`src/rtl/wgm_pkg.sv`:
```
// Package for the wildcard glob matcher.
// Sizes, opcodes and the structs passed between the top level and its cells.
// No dependencies.
package wgm_pkg;

  localparam int unsigned PATTERN_MAX = 32;
  localparam int unsigned LEN_W       = $clog2(PATTERN_MAX + 1);
  localparam int unsigned CHAR_W      = 8;

  localparam logic [CHAR_W-1:0] STAR_CHAR    = 8'h2A;
  localparam logic [CHAR_W-1:0] WILDCARD_RST = 8'h3F;

  typedef enum logic [1:0] {
    OP_CLEAR  = 2'd0,
    OP_APPEND = 2'd1,
    OP_TEXT   = 2'd2,
    OP_END    = 2'd3
  } wgm_op_e;

  // broadcast to every cell
  typedef struct packed {
    logic              fire;
    wgm_op_e           op;
    logic [CHAR_W-1:0] ch;
    logic [CHAR_W-1:0] wild;
  } cell_cmd_t;

  // per-cell control from the top level
  typedef struct packed {
    logic wr_en;
    logic in_use;
    logic is_head;
  } cell_ctl_t;

  // neighbour link: star closure carry and text advance
  typedef struct packed {
    logic close;
    logic adv;
  } cell_link_t;

endpackage

```
`src/rtl/wgm_intf.sv`:
```
// Channel interfaces of the wildcard glob matcher: input, result and config.
// Depends on wgm_pkg for field widths.
interface wgm_in_if;
  logic                       valid;
  logic                       ready;
  logic [1:0]                 opcode;
  logic [wgm_pkg::CHAR_W-1:0] char_code;
  modport source (output valid, output opcode, output char_code, input ready);
  modport sink   (input valid, input opcode, input char_code, output ready);
endinterface

interface wgm_out_if;
  logic valid;
  logic ready;
  logic matched;
  logic status;
  modport source (output valid, output matched, output status, input ready);
  modport sink   (input valid, input matched, input status, output ready);
endinterface

interface wgm_cfg_if;
  logic                       valid;
  logic                       ready;
  logic [wgm_pkg::CHAR_W-1:0] data;
  modport source (output valid, output data, input ready);
  modport sink   (input valid, input data, output ready);
endinterface

```
`src/rtl/wildcard_glob_matcher.sv`:
```
// Top level of the wildcard glob matcher: a row of pattern cells and the result stage.
// Depends on wgm_pkg, the interfaces in wgm_intf and wgm_cell.
//
// Usage
// - in_i carries one command per beat: opcode 0 clears the pattern, 1 appends
//   char_code to it, 2 feeds char_code as a text character, 3 ends the text.
// - Only an end-of-text beat yields a result on out_o: matched, and status
//   (1 when the pattern overflowed its 32 entries; matched is then 0).
// - cfg_i writes the single-character wildcard code (reset '?') and is always ready;
//   the user must write it only while the block is idle; the block never enforces it.
// Timing
// - A beat can be taken in every cycle while in_i.ready is high.
// - A result shows on out_o the cycle after its end-of-text beat and holds
//   until out_o.ready. The one-entry output register sets the rate: in_i.ready
//   drops only while a result is held and out_o.ready is low.
// - All positions step at once; star closure ripples through the cell row in
//   the same cycle, so the row length sets the critical path.
// Reset
// - Clears the pattern length, the overflow flag and the output valid flag,
//   leaves only position zero active and restores the wildcard to '?'.
//   Stored pattern characters are not cleared.
module wildcard_glob_matcher (
  input  logic      clk_i,
  input  logic      rst_ni,
  wgm_in_if.sink    in_i,
  wgm_out_if.source out_o,
  wgm_cfg_if.sink   cfg_i
);

  localparam int unsigned MAX = wgm_pkg::PATTERN_MAX;
  localparam int unsigned LW  = wgm_pkg::LEN_W;

  logic [LW-1:0]              len_q, len_d;
  logic                       ovf_q, ovf_d;
  logic [wgm_pkg::CHAR_W-1:0] wild_q;
  logic                       tail_q, tail_d;   // position just past the last cell
  logic                       out_valid_q, out_matched_q, out_status_q;

  logic                 fire;
  wgm_pkg::cell_cmd_t   cmd;
  wgm_pkg::cell_ctl_t   ctl  [MAX];
  wgm_pkg::cell_link_t  link [MAX+1];
  logic [MAX:0]         closed;

  // Handshakes: a held result only blocks input when the sink stalls.
  assign in_i.ready  = !out_valid_q || out_o.ready;
  assign fire        = in_i.valid && in_i.ready;
  assign cfg_i.ready = 1'b1;

  assign cmd.fire = fire;
  assign cmd.op   = wgm_pkg::wgm_op_e'(in_i.opcode);
  assign cmd.ch   = in_i.char_code;
  assign cmd.wild = wild_q;

  assign link[0] = '0;

  // Cell row: each cell hands closure carry and text advance to the next.
  for (genvar i = 0; i < MAX; i++) begin : g_cell
    assign ctl[i].wr_en   = fire && (cmd.op == wgm_pkg::OP_APPEND) &&
                            (len_q == LW'(i));
    assign ctl[i].in_use  = (len_q > LW'(i));
    assign ctl[i].is_head = (i == 0);

    wgm_cell u_cell (
      .clk_i    (clk_i),
      .rst_ni   (rst_ni),
      .cmd_i    (cmd),
      .ctl_i    (ctl[i]),
      .link_i   (link[i]),
      .link_o   (link[i+1]),
      .closed_o (closed[i])
    );
  end

  // Final position has no character: it only collects carry and advance.
  assign closed[MAX] = tail_q | link[MAX].close;

  always_comb begin
    len_d  = len_q;
    ovf_d  = ovf_q;
    tail_d = tail_q;
    if (fire) begin
      unique case (cmd.op)
        wgm_pkg::OP_CLEAR: begin
          len_d  = '0;
          ovf_d  = 1'b0;
          tail_d = 1'b0;
        end
        wgm_pkg::OP_APPEND: begin
          if (len_q < LW'(MAX)) begin
            len_d = len_q + LW'(1);
          end else begin
            ovf_d = 1'b1;   // character dropped, flag sticks until clear
          end
        end
        wgm_pkg::OP_TEXT: tail_d = link[MAX].adv;
        wgm_pkg::OP_END:  tail_d = 1'b0;
        default:          tail_d = tail_q;
      endcase
    end
  end

  always_ff @(posedge clk_i or negedge rst_ni) begin
    if (!rst_ni) begin
      len_q       <= '0;
      ovf_q       <= 1'b0;
      tail_q      <= 1'b0;
      wild_q      <= wgm_pkg::WILDCARD_RST;
      out_valid_q <= 1'b0;
    end else begin
      len_q  <= len_d;
      ovf_q  <= ovf_d;
      tail_q <= tail_d;
      if (cfg_i.valid) begin
        wild_q <= cfg_i.data;
      end
      if (fire && (cmd.op == wgm_pkg::OP_END)) begin
        out_valid_q <= 1'b1;
      end else if (out_o.ready) begin
        out_valid_q <= 1'b0;
      end
    end
  end

  // Result payload: the closed set at the pattern length, masked on overflow.
  always_ff @(posedge clk_i) begin
    if (fire && (cmd.op == wgm_pkg::OP_END)) begin
      out_matched_q <= !ovf_q && closed[len_q];
      out_status_q  <= ovf_q;
    end
  end

  assign out_o.valid   = out_valid_q;
  assign out_o.matched = out_matched_q;
  assign out_o.status  = out_status_q;

endmodule

```
`src/rtl/wgm_cell.sv`:
```
// One pattern position of the glob matcher: stored character and active flag.
// Depends on wgm_pkg.
module wgm_cell (
  input  logic                       clk_i,
  input  logic                       rst_ni,
  input  wgm_pkg::cell_cmd_t         cmd_i,
  input  wgm_pkg::cell_ctl_t         ctl_i,
  input  wgm_pkg::cell_link_t        link_i,
  output wgm_pkg::cell_link_t        link_o,
  output logic                       closed_o
);

  logic [wgm_pkg::CHAR_W-1:0] char_q;
  // stored relative to is_head so that reset leaves the head cell active
  logic act_q, act_d;
  logic act, act_next;
  logic is_star, is_lit, closed;

  assign act     = act_q ^ ctl_i.is_head;
  assign is_star = ctl_i.in_use && (char_q == wgm_pkg::STAR_CHAR);
  assign is_lit  = ctl_i.in_use && (char_q != wgm_pkg::STAR_CHAR) &&
                   ((char_q == cmd_i.ch) || (char_q == cmd_i.wild));

  assign closed      = act | link_i.close;
  assign link_o.close = closed & is_star;
  assign link_o.adv   = closed & is_lit;
  assign closed_o     = closed;

  always_comb begin
    act_next = act;
    if (cmd_i.fire) begin
      unique case (cmd_i.op)
        wgm_pkg::OP_CLEAR,
        wgm_pkg::OP_END:    act_next = ctl_i.is_head;
        wgm_pkg::OP_TEXT:   act_next = (closed & is_star) | link_i.adv;
        wgm_pkg::OP_APPEND: act_next = act;
        default:            act_next = act;
      endcase
    end
    act_d = act_next ^ ctl_i.is_head;
  end

  always_ff @(posedge clk_i or negedge rst_ni) begin
    if (!rst_ni) begin
      act_q <= 1'b0;
    end else begin
      act_q <= act_d;
    end
  end

  always_ff @(posedge clk_i) begin
    if (ctl_i.wr_en) begin
      char_q <= cmd_i.ch;
    end
  end

endmodule

```
`src/flat_wrapper.sv`:
```
// flat-port wrapper written by rule: the top's interface ports become plain ports
module wildcard_glob_matcher_flat 
  (clk_i, rst_ni, in_i_valid, in_i_opcode, in_i_char_code, in_i_ready, out_o_valid, out_o_matched, out_o_status, out_o_ready, cfg_i_valid, cfg_i_data, cfg_i_ready);
  wgm_in_if in_i_i ();
  wgm_out_if out_o_i ();
  wgm_cfg_if cfg_i_i ();
  input  logic clk_i;
  input  logic rst_ni;
  input wire logic [$bits(in_i_i.valid)-1:0] in_i_valid;
  input wire logic [$bits(in_i_i.opcode)-1:0] in_i_opcode;
  input wire logic [$bits(in_i_i.char_code)-1:0] in_i_char_code;
  output wire logic [$bits(in_i_i.ready)-1:0] in_i_ready;
  output wire logic [$bits(out_o_i.valid)-1:0] out_o_valid;
  output wire logic [$bits(out_o_i.matched)-1:0] out_o_matched;
  output wire logic [$bits(out_o_i.status)-1:0] out_o_status;
  input wire logic [$bits(out_o_i.ready)-1:0] out_o_ready;
  input wire logic [$bits(cfg_i_i.valid)-1:0] cfg_i_valid;
  input wire logic [$bits(cfg_i_i.data)-1:0] cfg_i_data;
  output wire logic [$bits(cfg_i_i.ready)-1:0] cfg_i_ready;
  assign in_i_i.valid = in_i_valid;
  assign in_i_i.opcode = in_i_opcode;
  assign in_i_i.char_code = in_i_char_code;
  assign in_i_ready = in_i_i.ready;
  assign out_o_valid = out_o_i.valid;
  assign out_o_matched = out_o_i.matched;
  assign out_o_status = out_o_i.status;
  assign out_o_i.ready = out_o_ready;
  assign cfg_i_i.valid = cfg_i_valid;
  assign cfg_i_i.data = cfg_i_data;
  assign cfg_i_ready = cfg_i_i.ready;
  wildcard_glob_matcher u_core (.clk_i(clk_i), .rst_ni(rst_ni), .in_i(in_i_i), .out_o(out_o_i), .cfg_i(cfg_i_i));
endmodule
```
`config.mk`:
```
export PLATFORM = sky130hd
export DESIGN_NAME = wildcard_glob_matcher_flat
export DESIGN_NICKNAME = d
export VERILOG_FILES = /design/src/rtl/wgm_pkg.sv /design/src/rtl/wgm_intf.sv /design/src/rtl/wildcard_glob_matcher.sv /design/src/rtl/wgm_cell.sv /design/src/flat_wrapper.sv
export SDC_FILE = /design/constraint.sdc
export NUM_CORES = 1
export LEC_CHECK = 0
export ABC_AREA = 1
export BUFFER_PORTS_ARGS = -buffer_cell sky130_fd_sc_hd__buf_2
export CORE_ASPECT_RATIO = 1.75
export CORE_UTILIZATION = 59
export CTS_BUF_LIST = sky130_fd_sc_hd__clkbuf_8
export CTS_CLUSTER_DIAMETER = 120
export DETAILED_ROUTE_END_ITERATION = 12
export PLACE_DENSITY = 0.75
export SETUP_SLACK_MARGIN = 0.3
export SLEW_MARGIN = 20
export SYNTH_ARGS = -nofsm -noshare
export SYNTH_HDL_FRONTEND = slang
export SYNTH_SLANG_ARGS = --single-unit
```
`constraint.sdc`:
```
create_clock -name clk_i -period 8.1 [get_ports clk_i]
set_input_delay 0.405 -clock clk_i [delete_from_list [all_inputs] [get_ports clk_i]]
set_output_delay 0.405 -clock clk_i [all_outputs]
set_load 0.05 [all_outputs]
```
==> flow_summary.json, run 1 <==
{
  "status": "finished clean",
  "globalplace.congestion": 0.981,
  "routed_wl_mm": 59.5,
  "final_common_cell": "nand2_1",
  "critPathKind": "reg2reg",
  "worst_slack_ns": 1.61,
  "fin_crit_sh_pct": 80.1,
  "syn-num-nets": 2158,
  "met1_usage_pct": 40.9,
  "worstSetupEndpointType": "flip-flop",
  "setup_viol": 0,
  "slew_viol_final": 0,
  "fin_nets": 2169,
  "grt_overflow_total": 0,
  "rsz0062_at_grt": "no",
  "worstMarginPinSlew_ns": 1.10,
  "dieArea_sq_um": 32900,
  "antenna_left": 0,
  "power_density_nw_per_um2": 189,
  "drc_errors": 0,
  "globalRouteMet2Util_pct": 62.0,
  "clock_path_buffers": 3,
  "grt_pass1_wl_mm": 91.0,
  "syn_inst": 2127,
  "cts_tree": "done",
  "utilization_pct": 64.8,
  "drtPass1Iterations": 6,
  "hold_viol_final": 0,
  "gr-usage-met3_pct": 7.92,
  "post-route-cell-area_sq_um": 20500,
  "grt_max_degree": 50,
  "timing.fmax_mhz": 154,
  "synth_top_family_by_area": "simple AND/OR/NAND/NOR gates",
  "synth_fa_ha_area_share_pct": 0.527,
  "ctsHoldBuffers": 3,
  "cts.clk_slew.worst_paths_ns": 0.07,
  "antenna_found_initial": 0,
  "ys_types": 55,
  "hp-class": "in2reg",
  "critPathArrivalTime_ns": 6.84,
  "fin_crit_ns": 6.49,
  "die_h_um": 239,
  "cts_root_buf": "clkbuf_8",
  "htree_levels": 2,
  "initial_utilization_pct": 60.0,
  "drive_gt1_share_pct": 14.2,
  "yosys.area_share.simple_pct": 26.4,
  "grt_pass1_vias": 16580,
  "synthXorXnorAreaFrac_pct": 12.4,
  "coreArea_sq_um": 31600,
  "cpPeakStageDelay_ns": 0.44,
  "worstSkewPairLatency_ns": 0.62,
  "io_pins": 28,
  "slew_headroom_pct": 25.9,
  "wl_per_cell_um": 23.2,
  "port_buffers": 26,
  "dp.final_hpwl_mm": 38.3,
  "std_cell_rows": 86,
  "vias": 16665,
  "worst_path_max_delay_cell": "ha_1",
  "syn_avg_cell_area_sq_um": 8.93,
  "layout_common_cells": "526 x nand2_1, 259 x xnor2_1, 258 x edfxtp_1, 182 x inv_1, 108 x nand4_1",
  "grt_usage_pct": 37.3,
  "p_leak_nw": 7.73,
  "peakVddDrop_v": 0.000141,
  "cts.sinks": 307,
  "die_x_um": 138,
  "vias_per_cell": 6.49,
  "synth_edf_count": 258,
  "critPathMostFrequentCell": "nand2_2",
  "cts_resized": 0,
  "cts_buffers": 43,
  "critPathRequiredTime_ns": 8.45,
  "ys_ff_latch": 307,
  "skew_ns": 0.0357,
  "num_antenna_cells": 0,
  "synth-main-ff-cell": "edfxtp_1",
  "total_power_w": 0.00386,
  "dpl_worst_slack_ns": 1.73,
  "synth_compound_area_share_pct": 7.20,
  "dr.first_iter.drc_count": 1634,
  "cts_setup_buffers": 0,
  "n_fill_cell": 2549,
  "startpoint_type": "flip-flop",
  "synth.yosys.seq_area_share_pct": 47.3,
  "setup-tns-final_ns": 0,
  "busiest_layer": "met2",
  "maxCapViolations": 0,
  "cp_max_fo": 23,
  "synthMuxAreaShare_pct": 0,
  "syn2layout_area_growth_pct": 7.90,
  "synthArstFlopShare_pct": 16.0,
  "post_dp_cell_area_sq_um": 19500,
  "synth_area_sq_um": 19000,
  "yosysWarnings": 0
}
-- cell families (layout without fill, tap and decap cells) --
logic type / count (synthesis) / after routing
AO/OA/AOI/OAI: 201 / 201
other: 1 / 1
adder cells (fa/ha/maj): 8 / 8
XOR/XNOR: 268 / 268
flip-flops: 307 / 307
buffers and inverters: 305 / 350
AND/OR/NAND/NOR: 1037 / 1037
-- final timing paths --
| path | start | to | slack [ns] | depth (start not counted) |
|---|---|---|---|---|
| max in group asynchronous | rst_ni | u_core.wild_q[7]$_DFFE_PN0P_ | 7.06 | 3 |
| min in group asynchronous | rst_ni | u_core.g_cell[1].u_cell.act_q$_DFFE_PN0P_ | 0.51 | 3 |
| min | cfg_i_data[0] | u_core.wild_q[0]$_DFFE_PN1P_ | 0.005 | 3 |
| max | u_core.len_q[0]$_DFFE_PN0P_ | u_core.out_o.matched$_DFFE_PP_ | 1.61 | 71 |
| min reg2reg | u_core.ovf_q$_DFFE_PN0P_ | u_core.out_o.status$_DFFE_PP_ | 0.49 | 0 |
| max reg2reg | u_core.len_q[0]$_DFFE_PN0P_ | u_core.out_o.matched$_DFFE_PP_ | 1.61 | 71 |
-- sequential cells by signal, indices dropped and copies added (netlist names), named ones only --
name and flops:
u_core.out_o.valid 1, u_core.wild_q 8, u_core.tail_q 1, u_core.out_o.status 1
u_core.out_o.matched 1, u_core.g_cell.u_cell.char_q 256, u_core.ovf_q 1, u_core.g_cell.u_cell.act_q 31
u_core.len_q 6
-- worst max-delay path, delay by kind of cell, from the launching register on --
kind                     cells  cell delay (ns)
AO/OA/AOI/OAI                2             0.27
AND/OR/NAND/NOR             66             4.44
buffers and inverters        2             0.70
adder cells (fa/ha/maj)      1             0.44
flip-flops                   1             0.39
-- cell type report --
type                            instances  area, sq um  area share, %
Clock inverter                         31          273           1.33
Multi-Input combinational cell       1515         8860           43.2
Clock buffer                           48          661           3.22
Tap cell                              396          495           2.42
Sequential cell                       307         8980           43.8
Timing Repair Buffer                   66          448           2.19
Inverter                              205          774           3.78
-- cell usage after synthesis, types with 2 or more instances --
cell / number / area (sq um)
a221o_1: 2 / 20.0
nand2_4: 26 / 293
nand3_2: 2 / 20.0
o22ai_1: 3 / 18.8
dfrtp_1: 43 / 1080
buf_1: 26 / 97.6
clkbuf_1: 66 / 248
nor3_1: 36 / 180
clkinv_1: 8 / 30.0
nor4b_1: 9 / 78.8
a21oi_2: 3 / 26.3
o2111ai_1: 38 / 333
xor2_1: 9 / 78.8
o31ai_1: 3 / 22.5
nor4_1: 55 / 344
dfstp_2: 6 / 158
inv_1: 174 / 653
a21oi_1: 37 / 185
or2_2: 55 / 344
inv_2: 22 / 82.6
nand2_2: 38 / 238
a221oi_1: 3 / 26.3
ha_1: 8 / 100
nor2_1: 92 / 345
nand3_1: 78 / 390
o41ai_1: 2 / 17.5
o221a_2: 4 / 45.0
a2111o_1: 3 / 33.8
nand4_1: 108 / 676
xnor2_1: 259 / 2270
buf_4: 4 / 30.0
nor2_2: 4 / 25.0
nand2_1: 526 / 1970
o21ai_0: 57 / 285
o221ai_1: 16 / 140
o32ai_1: 7 / 61.3
buf_6: 3 / 33.8
o21ai_1: 9 / 45.0
edfxtp_1: 258 / 7750
o211ai_1: 8 / 60.1
nor2_4: 3 / 33.8
-- routing by layer --
metal,vias to the layer above,share of wire (%)
li1,7267,-
met1,7972,34
met2,1089,49
met3,337,9.4
met4,0,8.5
met5,-,0
-- power by group --
| part | switching [W] | internal, W | total (W) |
|---|---|---|---|
| logic | 0.000543 | 0.000215 | 0.000759 |
| registers | 0.0000358 | 0.00175 | 0.00178 |
| clock network | 0.000614 | 0.000710 | 0.00132 |
-- through the flow --
stage	instances	hold WS, ns
floorplan	2127	0.109
global placement	2486	0.460
detailed placement	2486	0.460
CTS	2568	0.00122
global route	2568	0.0214
finish	2568	0.00490
No activity file was read; power rests on OpenSTA's default activity.
==> run 2, diff against run 1 <==
ABC_AREA = 0   (was 1)
clock period = 6.1 ns   (was 8.1 ns; I/O delays follow)
==> flow_summary.json, run 2 <==
{
  "busiest_layer": "met2",
  "vias_per_cell": 6.55,
  "slew_viol_final": 0,
  "syn_inst": 1681,
  "min_from": "in_i_valid",
  "fin_nets": 1723,
  "synth_commonest_cells": "386 x xnor2_1, 258 x edfxtp_1, 128 x xor2_1",
  "ctsHoldBuffers": 9,
  "coreArea_sq_um": 30900,
  "fin_crit_sh_pct": 69.7,
  "critPathMostFrequentCell": "o211ai_1",
  "skew_ns": 0.0345,
  "syn-num-nets": 1712,
  "synth.area.top_cells": "edfxtp_1 41%, xnor2_1 18%, xor2_1 6.0%",
  "timing.fmax_mhz": 235,
  "grt_overflow_total": 0,
  "worstMarginPinSlew_ns": 1.13,
  "dr.first_iter.drc_count": 939,
  "cts.sinks": 307,
  "cp_top_family": "compound AO/OA/AOI/OAI gates",
  "drc_errors": 0,
  "cts_resized": 0,
  "cpPeakStageDelay_ns": 0.52,
  "synth-main-ff-cell": "edfxtp_1",
  "cts_buffers": 45,
  "combPwrFrac_pct": 14.7,
  "p_sw_w": 0.00132,
  "startpoint_type": "flip-flop",
  "r2r-end": "u_core.out_o.matched$_DFFE_PP_",
  "grt_pass1_vias": 14611,
  "largest-register": "u_core.g_cell.u_cell.char_q",
  "min_to": "u_core.out_o.valid$_DFFE_PN0P_",
  "yosys.area.top_type": "edfxtp_1",
  "status": "finished clean",
  "critPathRequiredTime_ns": 6.53,
  "cts.clk_slew.worst_paths_ns": 0.07,
  "dp.final_hpwl_mm": 34.4,
  "synth_area_sq_um": 18700,
  "syn_avg_cell_area_sq_um": 11.1,
  "met1_usage_pct": 36.8,
  "largest_reg_flops": 256,
  "layout_common_cells": "386 x xnor2_1, 258 x edfxtp_1, 128 x xor2_1, 100 x nand4_1, 90 x nand2_1",
  "power_density_nw_per_um2": 243,
  "worstSetupEndpointType": "flip-flop",
  "synthArstFlopShare_pct": 16.0,
  "clockPowerShare_pct": 37.7,
  "utilization_pct": 65.5,
  "seqPwrFrac_pct": 47.7,
  "grt_max_degree": 50,
  "globalplace.congestion": 0.989,
  "cts_setup_buffers": 0,
  "cts_root_buf": "clkbuf_8",
  "yosysMostFrequentCell": "xnor2_1",
  "rrSetupSlack_ns": 1.85,
  "top_regs": "u_core.g_cell.u_cell.char_q x256, u_core.g_cell.u_cell.act_q x31, u_core.wild_q x8",
  "path_buf_inv": 1,
  "syn2layout_area_growth_pct": 8.35,
  "peakVddDrop_v": 0.000257,
  "synth_edf_count": 258,
  "die_h_um": 238,
  "swShare_pct": 26.7,
  "cts_tree": "done",
  "yosysWarnings": 0,
  "antenna_left": 0,
  "gr-usage-met3_pct": 5.78,
  "critPathKind": "reg2reg",
  "die_x_um": 137,
  "critPathArrivalTime_ns": 4.68,
  "setup-tns-final_ns": 0,
  "drive_gt1_share_pct": 10.4,
  "worst_path_max_delay_cell": "o41ai_2",
  "slew_headroom_pct": 22.4,
  "ys_types": 91,
  "io_pins": 28,
  "rr_startpoint": "u_core.len_q[0]$_DFFE_PN0P_",
  "port_buffers": 26,
  "grt_pass1_wl_mm": 81.5,
  "reg2reg_depth": 12,
  "hold_depth": 3,
  "rsz0062_at_grt": "no",
  "drtPass1Iterations": 8,
  "routed_wl_mm": 52.9,
  "p_leak_nw": 6.41,
  "maxCapViolations": 0,
  "fin_crit_ns": 4.25,
  "worstSkewPairLatency_ns": 0.62,
  "hold_viol_final": 0,
  "vias": 13845,
  "antenna_found_initial": 1,
  "initial_utilization_pct": 60.5,
  "clock_path_buffers": 3,
  "ys_ff_latch": 307,
  "grt_usage_pct": 33.9,
  "globalRouteMet2Util_pct": 59.0,
  "htree_levels": 2,
  "wl_per_cell_um": 25.0,
  "dieArea_sq_um": 32500,
  "hp-class": "in2reg",
  "p_int_w": 0.00361,
  "setup_viol": 0,
  "yosysTopAreaCellShare_pct": 41.4,
  "std_cell_rows": 85,
  "synth.yosys.seq_area_share_pct": 48.0,
  "crit_path_cell_trace": "clkinv_1 > ha_1 > nor4bb_1 > o211ai_1 > or4_4 > o41ai_2 > nand3_1 > a21oi_1 > nor2_1 > o211ai_1 > a41oi_1 > o32ai_2",
  "final_common_cell": "xnor2_1",
  "cp_max_fo": 10
}
==> run 2: how the worst max path moves through the flow <==
stage	startpoint	to	slack, ns	cells after the start
5_1_grt	u_core.len_q[1]$_DFFE_PN0P_	u_core.g_cell[23].u_cell.act_q$_DFFE_PN0P_	1.55	13
4_1_cts	u_core.len_q[1]$_DFFE_PN0P_	u_core.g_cell[23].u_cell.act_q$_DFFE_PN0P_	1.91	13
3_3_place_gp	u_core.len_q[0]$_DFFE_PN0P_	u_core.out_o.matched$_DFFE_PP_	2.03	12
6_report	u_core.len_q[0]$_DFFE_PN0P_	u_core.out_o.matched$_DFFE_PP_	1.85	12
2_1_floorplan	u_core.len_q[1]$_DFFE_PN0P_	u_core.g_cell[23].u_cell.act_q$_DFFE_PN0P_	2.38	16
3_5_place_dp	u_core.len_q[0]$_DFFE_PN0P_	u_core.out_o.matched$_DFFE_PP_	1.93	12
==> run 2: logic make-up after synthesis <==
logic type                 share of synthesized area (%)
adders and majority gates                          0.535
AOI/OAI and AO/OA                                   9.18
DFF                                                 48.0
other                                             0.0200
buffers and inverters                               2.49
muxes                                              0.595
and+or+nand+nor                                     15.1
xor gates and xnor gates                            24.1
==> run 2: layout make-up <==
cell class                      count  area [sq um]
Clock buffer                       47           647
Inverter                           22          82.6
Sequential cell                   307          8980
Timing Repair Buffer               61           435
Clock inverter                     31           345
Fill cell                        2384         10700
Multi-Input combinational cell   1255          9290
Tap cell                          391           489
Antenna cell                        1          2.50
==> run 2: tightest hold or removal path, stage by stage <==
cell and delay [ns]:
buf_2 0.12, nand3_1 0.10, nand2_1 0.06
==> run 2: stage by stage <==
step	hold slack [ns]	total power (W)	area, sq um	setup slack [ns]	cells
2_1_floorplan	0.00941	0.00287	18700	2.38	1681
6_report	0.0342	0.00493	20300	1.85	2115
3_3_place_gp	0.466	0.00308	19200	2.03	2027
4_1_cts	0.0201	0.00495	20300	1.91	2114
5_1_grt	0.0444	0.00509	20300	1.55	2115
3_5_place_dp	0.481	0.00310	19200	1.93	2027
==> run 2: layer usage <==
| metal | routed length (um) | up-vias |
|---|---|---|
| met5 | 0 | - |
| met4 | 3620 | 0 |
| met3 | 3220 | 233 |
| met2 | 26900 | 613 |
| met1 | 19200 | 6828 |
| li1 | - | 6171 |
==> run 2: power by group through the flow <==
stage | logic [W] | clock network, W | registers (W)
detailed placement | 0.000709 | 0 | 0.00239
floorplan | 0.000511 | 0 | 0.00236
global route | 0.000774 | 0.00196 | 0.00235
CTS | 0.000716 | 0.00188 | 0.00235
global placement | 0.000692 | 0 | 0.00239
finish | 0.000724 | 0.00186 | 0.00235
==> run 3, diff against run 2 <==
PLACE_DENSITY = 0.78   (was 0.75)
clock period = 3.65 ns   (was 6.1 ns; I/O delays follow)
==> flow_summary.json, run 3 (same netlist as run 2, synthesis figures left out) <==
{
  "htree_levels": 2,
  "cts.clk_slew.worst_paths_ns": 0.07,
  "layout_common_cells": "386 x xnor2_1, 258 x edfxtp_1, 128 x xor2_1, 124 x buf_4, 100 x nand4_1",
  "largest-register": "u_core.g_cell.u_cell.char_q",
  "peakVddDrop_v": 0.000320,
  "critPathArrivalTime_ns": 3.97,
  "dr.first_iter.drc_count": 1210,
  "grt_usage_pct": 34.1,
  "startpoint_type": "flip-flop",
  "power_density_nw_per_um2": 383,
  "initial_utilization_pct": 60.5,
  "fin_nets": 1832,
  "dieArea_sq_um": 32500,
  "setup-tns-final_ns": 0,
  "port_buffers": 26,
  "cp_max_fo": 8,
  "grt_overflow_total": 0,
  "clock_path_buffers": 3,
  "p_leak_nw": 7.07,
  "grt_max_degree": 45,
  "globalplace.congestion": 1.04,
  "critPathRequiredTime_ns": 4.08,
  "std_cell_rows": 85,
  "rrSetupSlack_ns": 0.10,
  "coreArea_sq_um": 30900,
  "skew_ns": 0.0327,
  "drive_gt1_share_pct": 16.6,
  "slew_viol_final": 0,
  "routed_wl_mm": 53.8,
  "maxCapViolations": 0,
  "cts.sinks": 307,
  "hold_viol_final": 0,
  "rsz0062_at_grt": "yes",
  "crit_path_cell_trace": "clkinv_4 > ha_4 > nor4bb_4 > o211ai_1 > or4_4 > o41ai_4 > buf_4 > a221oi_4 > nand3_1 > nand2_1 > a2111oi_4 > o21ai_1 > o32ai_2",
  "drc_errors": 0,
  "worstSkewPairLatency_ns": 0.60,
  "worstMarginPinSlew_ns": 0.751,
  "wl_per_cell_um": 24.1,
  "antenna_found_initial": 1,
  "cts_buffers": 44,
  "die_h_um": 238,
  "grt_pass1_wl_mm": 82.9,
  "die_x_um": 137,
  "post_layout_nonfiller_instances": 2229,
  "fin_crit_ns": 3.55,
  "setup_viol": 0,
  "post_dp_cell_area_sq_um": 20000,
  "syn2layout_area_growth_pct": 14.5,
  "dpl_worst_slack_ns": 0.145,
  "worst_slack_ns": 0.104,
  "io_pins": 28,
  "fin_crit_sh_pct": 97.2,
  "timing.fmax_mhz": 282,
  "slew_headroom_pct": 48.6,
  "post-route-cell-area_sq_um": 21400,
  "vias_per_cell": 6.49,
  "drtPass1Iterations": 5,
  "status": "finished clean",
  "vias": 14476,
  "total_power_w": 0.00821,
  "cts_root_buf": "clkbuf_8",
  "dp.cells": 2107,
  "critPathKind": "reg2reg",
  "final_common_cell": "xnor2_1",
  "hp-class": "in2reg",
  "worst_path_max_delay_cell": "o41ai_4",
  "cpPeakStageDelay_ns": 0.51,
  "cts_tree": "done",
  "antenna_left": 0,
  "top_regs": "u_core.g_cell.u_cell.char_q x256, u_core.g_cell.u_cell.act_q x31, u_core.wild_q x8",
  "largest_reg_flops": 256,
  "grt_pass1_vias": 15096,
  "dp.final_hpwl_mm": 36.7,
  "worstSetupEndpointType": "flip-flop"
}
-- run 3: cell types whose count changed in the layout (fill, tap and decap cells not counted), sizes merged --
cell | previous run | this run
bufinv | 8 | 4
diode | 1 | 2
clkbuf | 47 | 48
inv | 27 | 33
clkinvlp | 2 | 5
clkinv | 16 | 13
dlygate4sd3 | 9 | 19
buf | 52 | 152
-- run 3: final cells by class --
class | count | area (sq um)
clock buffers | 48 | 661
diodes | 2 | 5.00
repair buffers | 171 | 1400
flip-flops and latches | 307 | 8990
fillers | 2207 | 9520
clock inverters | 33 | 259
multi-input cells | 1255 | 9540
well taps | 391 | 489
inverters | 22 | 87.6
-- run 3: worst paths after layout --
path,startpoint,endpoint,cells after the start
max,u_core.len_q[0]$_DFFE_PN0P_,u_core.out_o.matched$_DFFE_PP_,13
min,in_i_char_code[1],u_core.g_cell[7].u_cell.char_q[1]$_DFFE_PP_,1
max reg2reg,u_core.len_q[0]$_DFFE_PN0P_,u_core.out_o.matched$_DFFE_PP_,13
min reg2reg,u_core.g_cell[30].u_cell.act_q$_DFFE_PN0P_,u_core.g_cell[30].u_cell.act_q$_DFFE_PN0P_,2
max in group asynchronous,rst_ni,u_core.wild_q[7]$_DFFE_PN0P_,3
min in group asynchronous,rst_ni,u_core.out_o.valid$_DFFE_PN0P_,2
-- run 3: routing by layer --
metal  global-route usage (%)  part of all wire [%]
met5                        0                     0
met4                     24.8                   7.5
met3                     5.27                   6.3
met2                     58.1                    50
met1                     38.3                    36
-- run 3: critical path, delay by kind of cell, from the launching register on --
kind / cells / cell delay, ns
AOI/OAI and AO/OA: 6 / 1.46
and+or+nand+nor: 4 / 1.00
DFF: 1 / 0.43
buffers and inverters: 2 / 0.29
adders and majority gates: 1 / 0.19
-- run 3: timing repair --
action                                  4_1_cts  5_1_grt
endpoints found under the setup margin        6       16
resized for setup                            19       17
endpoints found under the hold margin        24        0
hold buffers                                 19        0
pin swaps                                    12       11
gates cloned                                  0        0
buffers inserted                              8       12
-- run 3: power by group --
group,internal [W],switching [W],total (W)
Sequential,0.00385,0.0000949,0.00394
Clock,0.00151,0.00135,0.00286
Combinational,0.000567,0.000835,0.00140
-- run 3: through the flow --
step / util [%] / hold WS (ns)
2_1_floorplan: - / -0.113
3_3_place_gp: 64.5 / 0.178
3_5_place_dp: 64.5 / 0.182
4_1_cts: 68.6 / 0.0468
5_1_grt: 69.2 / 0.0586
6_report: 69.2 / 0.0655
